### src/rtl/ciss_pkg.sv
package ciss_pkg;

    localparam int MAX_PATTERN   = 16;
    localparam int CHAR_BITS     = 16;
    localparam int POS_BITS      = 16;
    localparam int STORED_CHARS  = 16;
    localparam int REG_CHARS     = 4;
    localparam int PAT_REGS      = STORED_CHARS / REG_CHARS;
    localparam int PAT_SEL_BITS  = $clog2(PAT_REGS);
    localparam int IDX_BITS      = $clog2(MAX_PATTERN);
    localparam int LEN_BITS      = $clog2(MAX_PATTERN + 1) + 1;
    localparam int RAW_LEN_BITS  = 5;
    localparam int CFG_DATA_BITS = 64;
    localparam int CFG_IDX_BITS  = 3;
    localparam int REG_CHAR_BITS = 16;
    localparam int IN_DATA_BITS  = ((CHAR_BITS + 7) / 8) * 8;
    localparam int OUT_USED_BITS = 1 + POS_BITS + 1;
    localparam int OUT_DATA_BITS = ((OUT_USED_BITS + 7) / 8) * 8;
    localparam int QUEUE_DEPTH   = 2;
    localparam int QPTR_BITS     = (QUEUE_DEPTH > 1) ? $clog2(QUEUE_DEPTH) : 1;
    localparam int QCNT_BITS     = $clog2(QUEUE_DEPTH + 1);

    localparam logic [CFG_IDX_BITS-1:0] REG_PAT_LOW      = 3'd0;
    localparam logic [CFG_IDX_BITS-1:0] REG_PAT_MID_LOW  = 3'd1;
    localparam logic [CFG_IDX_BITS-1:0] REG_PAT_MID_HIGH = 3'd2;
    localparam logic [CFG_IDX_BITS-1:0] REG_PAT_HIGH     = 3'd3;
    localparam logic [CFG_IDX_BITS-1:0] REG_PAT_LENGTH   = 3'd4;
    localparam logic [CFG_IDX_BITS-1:0] REG_START_OFFSET = 3'd5;

    localparam logic [CHAR_BITS-1:0] CHAR_UPPER_A = CHAR_BITS'(8'h41);
    localparam logic [CHAR_BITS-1:0] CHAR_UPPER_Z = CHAR_BITS'(8'h5A);
    localparam logic [CHAR_BITS-1:0] CHAR_CASE    = CHAR_BITS'(8'h20);

    typedef enum logic {
        OP_CHAR  = 1'b0,
        OP_CLOSE = 1'b1
    } op_t;

    typedef struct packed {
        op_t                  kind;
        logic [CHAR_BITS-1:0] chr;
    } item_t;

    typedef struct packed {
        logic [MAX_PATTERN-1:0][CHAR_BITS-1:0] pat;
        logic [MAX_PATTERN-1:0]                mask;
        logic [LEN_BITS-1:0]                   len;
        logic [POS_BITS-1:0]                   start;
    } cfg_t;

    function automatic logic [CHAR_BITS-1:0] fold(input logic [CHAR_BITS-1:0] c);
        logic [CHAR_BITS-1:0] r;
        r = c;
        if (c >= CHAR_UPPER_A && c <= CHAR_UPPER_Z)
        begin
            r = c + CHAR_CASE;
        end
        return r;
    endfunction

endpackage

### src/rtl/ciss_cfg.sv
module ciss_cfg (
    input  logic                          clk,
    input  logic                          rst_n,
    input  logic                          cfg_valid,
    output logic                          cfg_ready,
    input  logic [ciss_pkg::CFG_IDX_BITS-1:0]  cfg_index,
    input  logic [ciss_pkg::CFG_DATA_BITS-1:0] cfg_data,
    output ciss_pkg::cfg_t                cfg
);
    import ciss_pkg::*;

    logic [PAT_REGS-1:0][CFG_DATA_BITS-1:0] pat_reg;
    logic [RAW_LEN_BITS-1:0]                raw_len_reg;
    logic [POS_BITS-1:0]                    start_reg;
    logic [LEN_BITS-1:0]                    len_reg;
    logic [LEN_BITS-1:0]                    len_next;
    cfg_t                                   cfg_reg;
    cfg_t                                   cfg_next;
    logic [MAX_PATTERN-1:0][CHAR_BITS-1:0]  pchar;
    logic [LEN_BITS-1:0]                    lim;

    assign cfg_ready = 1'b1;
    assign cfg       = cfg_reg;

    always_comb
    begin
        for (int k = 0; k < MAX_PATTERN; k++)
        begin
            if (k < STORED_CHARS)
            begin
                pchar[k] = CHAR_BITS'(pat_reg[k / REG_CHARS][(k % REG_CHARS) * REG_CHAR_BITS +:
                                                             REG_CHAR_BITS]);
            end
            else
            begin
                pchar[k] = '0;
            end
        end
    end

    // Clamp the length, then stop at the first zero character.
    always_comb
    begin
        lim = LEN_BITS'(raw_len_reg);
        if (lim > LEN_BITS'(MAX_PATTERN))
        begin
            lim = LEN_BITS'(MAX_PATTERN);
        end
        if (lim > LEN_BITS'(STORED_CHARS))
        begin
            lim = LEN_BITS'(STORED_CHARS);
        end
        len_next = lim;
        for (int k = MAX_PATTERN - 1; k >= 0; k--)
        begin
            if (LEN_BITS'(k) < lim && pchar[k] == '0)
            begin
                len_next = LEN_BITS'(k);
            end
        end
    end

    // Align the pattern to the newest end of the window.
    always_comb
    begin
        logic [LEN_BITS-1:0] sum;
        cfg_next       = cfg_reg;
        cfg_next.len   = len_reg;
        cfg_next.start = start_reg;
        for (int j = 0; j < MAX_PATTERN; j++)
        begin
            sum              = LEN_BITS'(j) + len_reg;
            cfg_next.mask[j] = (sum >= LEN_BITS'(MAX_PATTERN));
            cfg_next.pat[j]  = fold(pchar[sum[IDX_BITS-1:0]]);
        end
    end

    always_ff @(posedge clk or negedge rst_n)
    begin
        if (!rst_n)
        begin
            pat_reg     <= '0;
            raw_len_reg <= '0;
            start_reg   <= '0;
            len_reg     <= '0;
            cfg_reg     <= '0;
        end
        else
        begin
            len_reg <= len_next;
            cfg_reg <= cfg_next;
            if (cfg_valid && cfg_ready)
            begin
                case (cfg_index) inside
                    REG_PAT_LOW, REG_PAT_MID_LOW, REG_PAT_MID_HIGH, REG_PAT_HIGH:
                    begin
                        pat_reg[cfg_index[PAT_SEL_BITS-1:0]] <= cfg_data;
                    end
                    REG_PAT_LENGTH:
                    begin
                        raw_len_reg <= cfg_data[RAW_LEN_BITS-1:0];
                    end
                    REG_START_OFFSET:
                    begin
                        start_reg <= cfg_data[POS_BITS-1:0];
                    end
                    default:
                    begin
                    end
                endcase
            end
        end
    end

endmodule

### src/rtl/ciss_front.sv
module ciss_front (
    input  logic                             clk,
    input  logic                             rst_n,
    input  logic                             in_valid,
    output logic                             in_ready,
    input  logic [ciss_pkg::IN_DATA_BITS-1:0] in_data,
    input  logic                             in_last,
    output logic                             push_valid,
    input  logic                             push_ready,
    output ciss_pkg::item_t                  push_item
);
    import ciss_pkg::*;

    logic                 valid_reg;
    logic                 valid_next;
    item_t                item_reg;
    item_t                item_next;
    logic [CHAR_BITS-1:0] chr;

    assign chr        = in_data[CHAR_BITS-1:0];
    assign in_ready   = !valid_reg || push_ready;
    assign push_valid = valid_reg;
    assign push_item  = item_reg;

    always_comb
    begin
        valid_next = valid_reg && !push_ready;
        item_next  = item_reg;
        if (in_valid && in_ready)
        begin
            valid_next     = 1'b1;
            item_next.kind = (in_last || chr == '0) ? OP_CLOSE : OP_CHAR;
            item_next.chr  = fold(chr);
        end
    end

    always_ff @(posedge clk or negedge rst_n)
    begin
        if (!rst_n)
        begin
            valid_reg <= 1'b0;
        end
        else
        begin
            valid_reg <= valid_next;
        end
    end

    always_ff @(posedge clk)
    begin
        item_reg <= item_next;
    end

endmodule

### src/rtl/ciss_queue.sv
module ciss_queue (
    input  logic            clk,
    input  logic            rst_n,
    input  logic            push_valid,
    output logic            push_ready,
    input  ciss_pkg::item_t push_item,
    output logic            pop_valid,
    input  logic            pop_ready,
    output ciss_pkg::item_t pop_item
);
    import ciss_pkg::*;

    item_t                 mem_reg [QUEUE_DEPTH];
    logic [QPTR_BITS-1:0]  wr_reg;
    logic [QPTR_BITS-1:0]  wr_next;
    logic [QPTR_BITS-1:0]  rd_reg;
    logic [QPTR_BITS-1:0]  rd_next;
    logic [QCNT_BITS-1:0]  cnt_reg;
    logic [QCNT_BITS-1:0]  cnt_next;
    logic                  push;
    logic                  pop;

    assign push_ready = (cnt_reg != QCNT_BITS'(QUEUE_DEPTH));
    assign pop_valid  = (cnt_reg != '0);
    assign pop_item   = mem_reg[rd_reg];
    assign push       = push_valid && push_ready;
    assign pop        = pop_valid && pop_ready;

    always_comb
    begin
        wr_next  = wr_reg;
        rd_next  = rd_reg;
        cnt_next = cnt_reg;
        if (push)
        begin
            wr_next = (wr_reg == QPTR_BITS'(QUEUE_DEPTH - 1)) ? '0 : wr_reg + 1'b1;
        end
        if (pop)
        begin
            rd_next = (rd_reg == QPTR_BITS'(QUEUE_DEPTH - 1)) ? '0 : rd_reg + 1'b1;
        end
        if (push && !pop)
        begin
            cnt_next = cnt_reg + 1'b1;
        end
        else if (pop && !push)
        begin
            cnt_next = cnt_reg - 1'b1;
        end
    end

    always_ff @(posedge clk or negedge rst_n)
    begin
        if (!rst_n)
        begin
            wr_reg  <= '0;
            rd_reg  <= '0;
            cnt_reg <= '0;
        end
        else
        begin
            wr_reg  <= wr_next;
            rd_reg  <= rd_next;
            cnt_reg <= cnt_next;
        end
    end

    always_ff @(posedge clk)
    begin
        if (push)
        begin
            mem_reg[wr_reg] <= push_item;
        end
    end

endmodule

### src/rtl/ciss_back.sv
module ciss_back (
    input  logic                              clk,
    input  logic                              rst_n,
    input  ciss_pkg::cfg_t                    cfg,
    input  logic                              item_valid,
    output logic                              item_ready,
    input  ciss_pkg::item_t                   item,
    output logic                              out_valid,
    input  logic                              out_ready,
    output logic [ciss_pkg::OUT_DATA_BITS-1:0] out_data
);
    import ciss_pkg::*;

    localparam logic [POS_BITS-1:0] POS_MAX = {POS_BITS{1'b1}};

    logic [MAX_PATTERN-1:0][CHAR_BITS-1:0] win_reg;
    logic [MAX_PATTERN-1:0][CHAR_BITS-1:0] win_next;
    logic [MAX_PATTERN-1:0][CHAR_BITS-1:0] win_shift;
    logic [POS_BITS-1:0]                   cnt_reg;
    logic [POS_BITS-1:0]                   cnt_next;
    logic                                  seen_reg;
    logic                                  seen_next;
    logic [POS_BITS-1:0]                   first_reg;
    logic [POS_BITS-1:0]                   first_next;
    logic                                  ovf_reg;
    logic                                  ovf_next;
    logic                                  out_valid_reg;
    logic                                  out_valid_next;
    logic [OUT_DATA_BITS-1:0]              out_data_reg;
    logic [OUT_DATA_BITS-1:0]              out_data_next;
    logic [MAX_PATTERN-1:0]                lane_ok;
    logic [POS_BITS-1:0]                   cnt_inc;
    logic [POS_BITS-1:0]                   plen;
    logic [POS_BITS-1:0]                   start_pos;
    logic                                  hit;
    logic                                  pop;
    logic                                  found;
    logic [POS_BITS-1:0]                   position;

    assign out_valid  = out_valid_reg;
    assign out_data   = out_data_reg;
    assign item_ready = (item.kind == OP_CHAR) || !out_valid_reg || out_ready;
    assign pop        = item_valid && item_ready;
    assign plen       = POS_BITS'(cfg.len);
    assign cnt_inc    = cnt_reg + 1'b1;
    assign start_pos  = cnt_inc - plen;

    always_comb
    begin
        for (int j = 0; j < MAX_PATTERN - 1; j++)
        begin
            win_shift[j] = win_reg[j + 1];
        end
        win_shift[MAX_PATTERN-1] = item.chr;
        for (int j = 0; j < MAX_PATTERN; j++)
        begin
            lane_ok[j] = !cfg.mask[j] || (win_shift[j] == cfg.pat[j]);
        end
    end

    assign hit = (plen != '0) && !seen_reg && (cnt_inc >= plen) &&
                 (start_pos >= cfg.start) && (&lane_ok);

    always_comb
    begin
        found    = 1'b0;
        position = '0;
        if (plen == '0)
        begin
            found = 1'b1;
        end
        else if (cfg.start > cnt_reg)
        begin
            found = 1'b0;
        end
        else if (seen_reg)
        begin
            found    = 1'b1;
            position = first_reg;
        end
    end

    always_comb
    begin
        win_next       = win_reg;
        cnt_next       = cnt_reg;
        seen_next      = seen_reg;
        first_next     = first_reg;
        ovf_next       = ovf_reg;
        out_valid_next = out_valid_reg && !out_ready;
        out_data_next  = out_data_reg;
        if (pop)
        begin
            if (item.kind == OP_CHAR)
            begin
                if (cnt_reg == POS_MAX)
                begin
                    ovf_next = 1'b1;
                end
                else
                begin
                    win_next = win_shift;
                    cnt_next = cnt_inc;
                    if (hit)
                    begin
                        seen_next  = 1'b1;
                        first_next = start_pos;
                    end
                end
            end
            else
            begin
                out_valid_next = 1'b1;
                out_data_next  = OUT_DATA_BITS'({ovf_reg, position, found});
                win_next       = '0;
                cnt_next       = '0;
                seen_next      = 1'b0;
                first_next     = '0;
                ovf_next       = 1'b0;
            end
        end
    end

    always_ff @(posedge clk or negedge rst_n)
    begin
        if (!rst_n)
        begin
            win_reg       <= '0;
            cnt_reg       <= '0;
            seen_reg      <= 1'b0;
            first_reg     <= '0;
            ovf_reg       <= 1'b0;
            out_valid_reg <= 1'b0;
        end
        else
        begin
            win_reg       <= win_next;
            cnt_reg       <= cnt_next;
            seen_reg      <= seen_next;
            first_reg     <= first_next;
            ovf_reg       <= ovf_next;
            out_valid_reg <= out_valid_next;
        end
    end

    always_ff @(posedge clk)
    begin
        out_data_reg <= out_data_next;
    end

endmodule

### src/rtl/case_insensitive_substring_search_unit.sv
// Case-insensitive substring search over a streamed text.
// Configuration: write cfg_index/cfg_data with cfg_valid (cfg_ready is always high):
// registers 0-3 hold the sixteen pattern characters, 4 the pattern length,
// 5 the start offset. Write only while no text is in flight.
// Input stream (s_axis): one 16-bit character per transaction in tdata; tlast, or a
// zero character, closes the text. Accepts one transaction per clock while the
// internal queue has room.
// Output stream (m_axis): one result transaction per closed text; characters give none.
// A closing transaction passes from the input register into the queue, and the search
// engine pops it from there and loads the result into the output register.
// Throughput is one character per cycle while the queue has room, set by the combinational
// sixteen-lane window compare in the search engine.
// While m_axis_tready is low the result holds; characters keep flowing, and a
// following closing transaction waits in the queue until the output register frees;
// s_axis_tready drops once the queue and the input register fill behind it.
// Reset clears the configuration to zero, empties the queue and clears the text state.
module case_insensitive_substring_search_unit (
    input  logic                               clk,
    input  logic                               rst_n,
    input  logic                               cfg_valid,
    output logic                               cfg_ready,
    input  logic [ciss_pkg::CFG_IDX_BITS-1:0]  cfg_index,
    input  logic [ciss_pkg::CFG_DATA_BITS-1:0] cfg_data,
    input  logic                               s_axis_tvalid,
    output logic                               s_axis_tready,
    input  logic [ciss_pkg::IN_DATA_BITS-1:0]  s_axis_tdata,  // [15:0] text_char
    input  logic                               s_axis_tlast,  // end_of_text
    output logic                               m_axis_tvalid,
    input  logic                               m_axis_tready,
    // [0] found, [16:1] match_position, [17] text_too_long, rest zero
    output logic [ciss_pkg::OUT_DATA_BITS-1:0] m_axis_tdata
);
    import ciss_pkg::*;

    cfg_t  cfg;
    logic  push_valid;
    logic  push_ready;
    item_t push_item;
    logic  pop_valid;
    logic  pop_ready;
    item_t pop_item;

    ciss_cfg u_cfg (
        .clk       (clk),
        .rst_n     (rst_n),
        .cfg_valid (cfg_valid),
        .cfg_ready (cfg_ready),
        .cfg_index (cfg_index),
        .cfg_data  (cfg_data),
        .cfg       (cfg)
    );

    ciss_front u_front (
        .clk        (clk),
        .rst_n      (rst_n),
        .in_valid   (s_axis_tvalid),
        .in_ready   (s_axis_tready),
        .in_data    (s_axis_tdata),
        .in_last    (s_axis_tlast),
        .push_valid (push_valid),
        .push_ready (push_ready),
        .push_item  (push_item)
    );

    ciss_queue u_queue (
        .clk        (clk),
        .rst_n      (rst_n),
        .push_valid (push_valid),
        .push_ready (push_ready),
        .push_item  (push_item),
        .pop_valid  (pop_valid),
        .pop_ready  (pop_ready),
        .pop_item   (pop_item)
    );

    ciss_back u_back (
        .clk        (clk),
        .rst_n      (rst_n),
        .cfg        (cfg),
        .item_valid (pop_valid),
        .item_ready (pop_ready),
        .item       (pop_item),
        .out_valid  (m_axis_tvalid),
        .out_ready  (m_axis_tready),
        .out_data   (m_axis_tdata)
    );

endmodule

### config.mk
export PLATFORM = sky130hd
export DESIGN_NAME = case_insensitive_substring_search_unit
export DESIGN_NICKNAME = d
export VERILOG_FILES = /design/src/rtl/ciss_pkg.sv /design/src/rtl/ciss_cfg.sv /design/src/rtl/ciss_front.sv /design/src/rtl/ciss_queue.sv /design/src/rtl/ciss_back.sv /design/src/rtl/case_insensitive_substring_search_unit.sv
export SDC_FILE = /design/constraint.sdc
export NUM_CORES = 2
export LEC_CHECK = 0
export BUFFER_PORTS_ARGS = -buffer_cell sky130_fd_sc_hd__buf_2
export CAP_MARGIN = 0
export CORE_UTILIZATION = 56
export DETAILED_ROUTE_END_ITERATION = 10
export PLACE_DENSITY = 0.73
export SKIP_CTS_REPAIR_TIMING = 1
export SYNTH_ARGS = -nofsm -noshare
export SYNTH_HDL_FRONTEND = slang
export SYNTH_SLANG_ARGS = --single-unit
### constraint.sdc
create_clock -name clk -period 7.83 [get_ports clk]
set_input_delay 0.783 -clock clk [delete_from_list [all_inputs] [get_ports clk]]
set_output_delay 0.783 -clock clk [all_outputs]
set_load 0.005 [all_outputs]
==> results.tsv <==
metric	value	unit
EDFF count, synth	69	
P_leak	22.27	nW
Comb power frac	48.5	%
design area	54720	µm²
cts bufs inserted	94	
Synth top area share	42.88	%
grt ovf	0	
fmax	168.6	MHz
per-cell routed wire length	34.37	µm
pwr dens	446.3	nW/µm²
worst min path class	primary input to asynchronous set/reset pin	
Clock transition at path regs	70	ps
vias per cell	7.075	
Netlist cell types	78	
area added between synthesis and finish	9.651	%
status	finished clean	
max-slew violation count	0	
max reg flops	293	
Residual DRC	0	
CTS tree	yes	
io pins	116	
critical path type	flip-flop to flip-flop	
DRT iter0 DRCs	5208	
Switching Fraction	44.47	%
flops & latches, synth	924	
Seq/Total Area, Yosys	47.03	%
CP max stage delay	780	ps
synthesized area	49900	µm²
nets	4005	
Initial Utilization	56.46	%
Clock Power Share	19.5	%
fill count	6767	
area leader, netlist	dfrtp_1	
slowest stage cell, crit path	nor2_1	
die area	90300	µm²
DRT Wirelength	175.2	mm
worst rel slew slack	10.99	%
Syn. warnings	0	
Die W	300.5	µm
worst-path cell chain	ha_1 > xor2_1 > ha_1 > a21o_1 > a21oi_1 > o221ai_1 > nor4bb_1 > mux2i_1 > o22ai_1 > xnor2_1 > ha_1 > a21o_1 > a21oi_1 > a2111o_1 > nor4_1 > o2111ai_1 > nor2_1 > a22o_1	
fin crit period	5930	ps
Root Buffer	clkbuf_16	
Synth Flop Type	dfrtp_1	
DPL Wire Length	134.0	mm
Vert. Die Dim	300.5	µm
Worst setup SP type	flip-flop	
CTS Sinks	924	
vias post-DR	36070	
first-pass GRT wire length	249.7	mm
sequential share of power	32.0	%
post-layout util	61.91	%
Buffers & Inverters on Critical Path	0	
most area-consuming cells after synthesis	dfrtp_1 43%, mux4_2 16%, mux2_2 8.3%, xnor2_1 5.1%, a22o_1 4.2%	
Clock Latency Late Sink	710	ps
Fin Setup TNS	0	ps
largest net degree at the start of global routing	210	
htree depth	3	
overall routing resource usage	39.30	%
Tightest Pin Transition	1321	ps
DRT Pass-1 Iters	8	
cell mode on critical path	ha_1	
crit path DAT	6560	ps
internal power	13.56	mW
Worst Path Required	8460	ps
Hold Fails Final Rpt	0	
ANT nets after route	0	
Core ar.	88370	µm²
IO buf count	108	
CP Capture Type	flip-flop	
Final Setup Violations	0	
placed cell areas	51410	µm²
crit-path max FO	14	
Cell Rows	109	
Peak VDD IR	0.4255	mV
Top delay family on crit path	compound AO/OA/AOI/OAI gates	
crit share post-route	75.74	%
vias in the first global route	33930	
unrepaired setup endpoints after global routing	no	
gp weighted congestion	1.084	
initial antenna violation count	8	
Async S/R FF share, synth	92.53	%
share of cells above drive strength 1	28.19	%
Net Switching	10.86	mW
Mapped Cells	3834	
Max Cap Viol	0	
Worst Skew	39.01	ps
clock buffer depth	3	
Avg Inst Size Synth	13.01	µm²
worst paths after layout:
kind | start | end | slack, ps | cells after the start
worst max register to register | u_back.cnt_reg[0] | u_back.first_reg[5] | 1900 | 18
max in group asynchronous | rst_n | u_cfg.pat_reg[204] | 5870 | 3
min in group clk | s_axis_tdata[8] | u_front.push_item[8] | 280 | 1
worst max-delay path | u_back.cnt_reg[0] | u_back.first_reg[5] | 1900 | 18
worst min-delay path | rst_n | u_front.push_valid | 60 | 1
worst min register to register | u_cfg.start_reg[5] | u_cfg.cfg[5] | 370 | 0
cell families (layout without fill, tap and decap cells):
group           count (synthesis)  count (layout)  share of synthesized area (%)
flops                         924             924                          47.03
mux                           819             819                          26.37
simple gates                  764             764                          7.763
compound gates                598             598                          8.581
buf+inv                       362             450                          3.290
xor+xnor                      296             296                          5.211
fa+ha+maj                      69              69                          1.745
other cells                     2              13                        0.01505
cells in the final DEF (no fill, tap or decap), types with 10 or more instances in the layout:
| master | n |
|---|---|
| nand4_1 | 128 |
| o22ai_1 | 13 |
| mux4_2 | 358 |
| or4_1 | 14 |
| a22o_1 | 241 |
| mux2_1 | 14 |
| bufinv_16 | 10 |
| buf_4 | 51 |
| a21oi_1 | 104 |
| clkbuf_8 | 18 |
| a21o_1 | 25 |
| mux2_2 | 369 |
| clkbuf_1 | 15 |
| nor2_1 | 195 |
| a31oi_1 | 11 |
| ha_1 | 66 |
| buf_2 | 107 |
| xnor2_1 | 277 |
| nand3_1 | 27 |
| edfxtp_1 | 69 |
| inv_1 | 105 |
| or2_2 | 12 |
| o21ai_0 | 120 |
| mux2i_1 | 78 |
| or2_1 | 11 |
| nor4_1 | 99 |
| nand2_1 | 176 |
| dfrtp_1 | 851 |
| clkinv_2 | 18 |
| clkbuf_16 | 96 |
| o41ai_1 | 10 |
| nor3_1 | 29 |
| and3_1 | 11 |
| o21a_1 | 10 |
| xnor2_2 | 11 |
worst register-to-register path, delay by kind of cell (launching register included):
kind	cells	cell delay [ps]
AO/OA/AOI/OAI	9	2010
XOR/XNOR	2	350
AND/OR/NAND/NOR	3	1740
adder cells (fa/ha/maj)	3	1020
flip-flops	1	470
multiplexers	1	260
synth_stat cells, types with 5 or more instances:
cell	instances
a211oi_1	6
a21o_1	26
a21oi_1	104
a22o_1	241
a31oi_1	11
and2_1	8
and3_1	11
and4_1	5
buf_1	19
buf_2	46
buf_4	22
buf_6	19
clkbuf_1	148
dfrtp_1	855
edfxtp_1	69
ha_1	68
inv_1	106
mux2_1	14
mux2_2	369
mux2i_1	78
mux4_2	358
nand2_1	176
nand2b_1	5
nand3_1	28
nand3b_1	5
nand4_1	128
nor2_1	196
nor2b_1	5
nor3_1	31
nor3b_1	6
nor4_1	99
nor4b_1	5
o211ai_1	8
o21a_1	10
o21ai_0	121
o21ai_1	7
o22ai_1	13
o41ai_1	12
or2_1	11
or2_2	12
or3_1	7
or4_1	14
xnor2_1	288
xor2_1	7
layout make-up:
| cell class | instances | area [µm²] | area share [%] |
|---|---|---|---|
| multi-input cells | 2553 | 25000 | 45.68 |
| flip-flops and latches | 924 | 23480 | 42.91 |
| clock buffers | 129 | 2706 | 4.946 |
| well taps | 1165 | 1458 | 2.664 |
| repair buffers | 166 | 1074 | 1.962 |
| clock inverters | 47 | 583.1 | 1.066 |
| inverters | 108 | 405.4 | 0.7409 |
| diodes | 6 | 15.01 | 0.02744 |
power groups by stage:
stage	clock network [mW]	logic (mW)	registers, mW
floorplan	0	7.44	7.05
global placement	0	11.2	7.76
detailed placement	0	11.3	7.80
CTS	4.80	11.4	7.72
global route	4.98	12.2	7.89
finish	4.76	11.8	7.81
metrics by stage:
stage          cells  hold WS, ps  total power, mW  setup WS, ps
2_1_floorplan   3839        348.6            14.49          2409
3_3_place_gp    4916        350.9            18.92          2243
3_5_place_dp    4916        360.0            19.11          2070
4_1_cts         5092        88.11            23.89          2020
5_1_grt         5092        127.5            25.02          1422
6_report        5098        63.15            24.42          1900
per-layer routing:
metal  global-route usage, %  wire length (µm)  up-vias
li1                        -                 -    14620
met4                   22.64             11790        0
met5                       0                 0        -
met1                   56.48             69290    18520
met3                   12.00             22620      433
met2                   52.79             71540     2491
No activity file was read; power rests on OpenSTA's default activity.
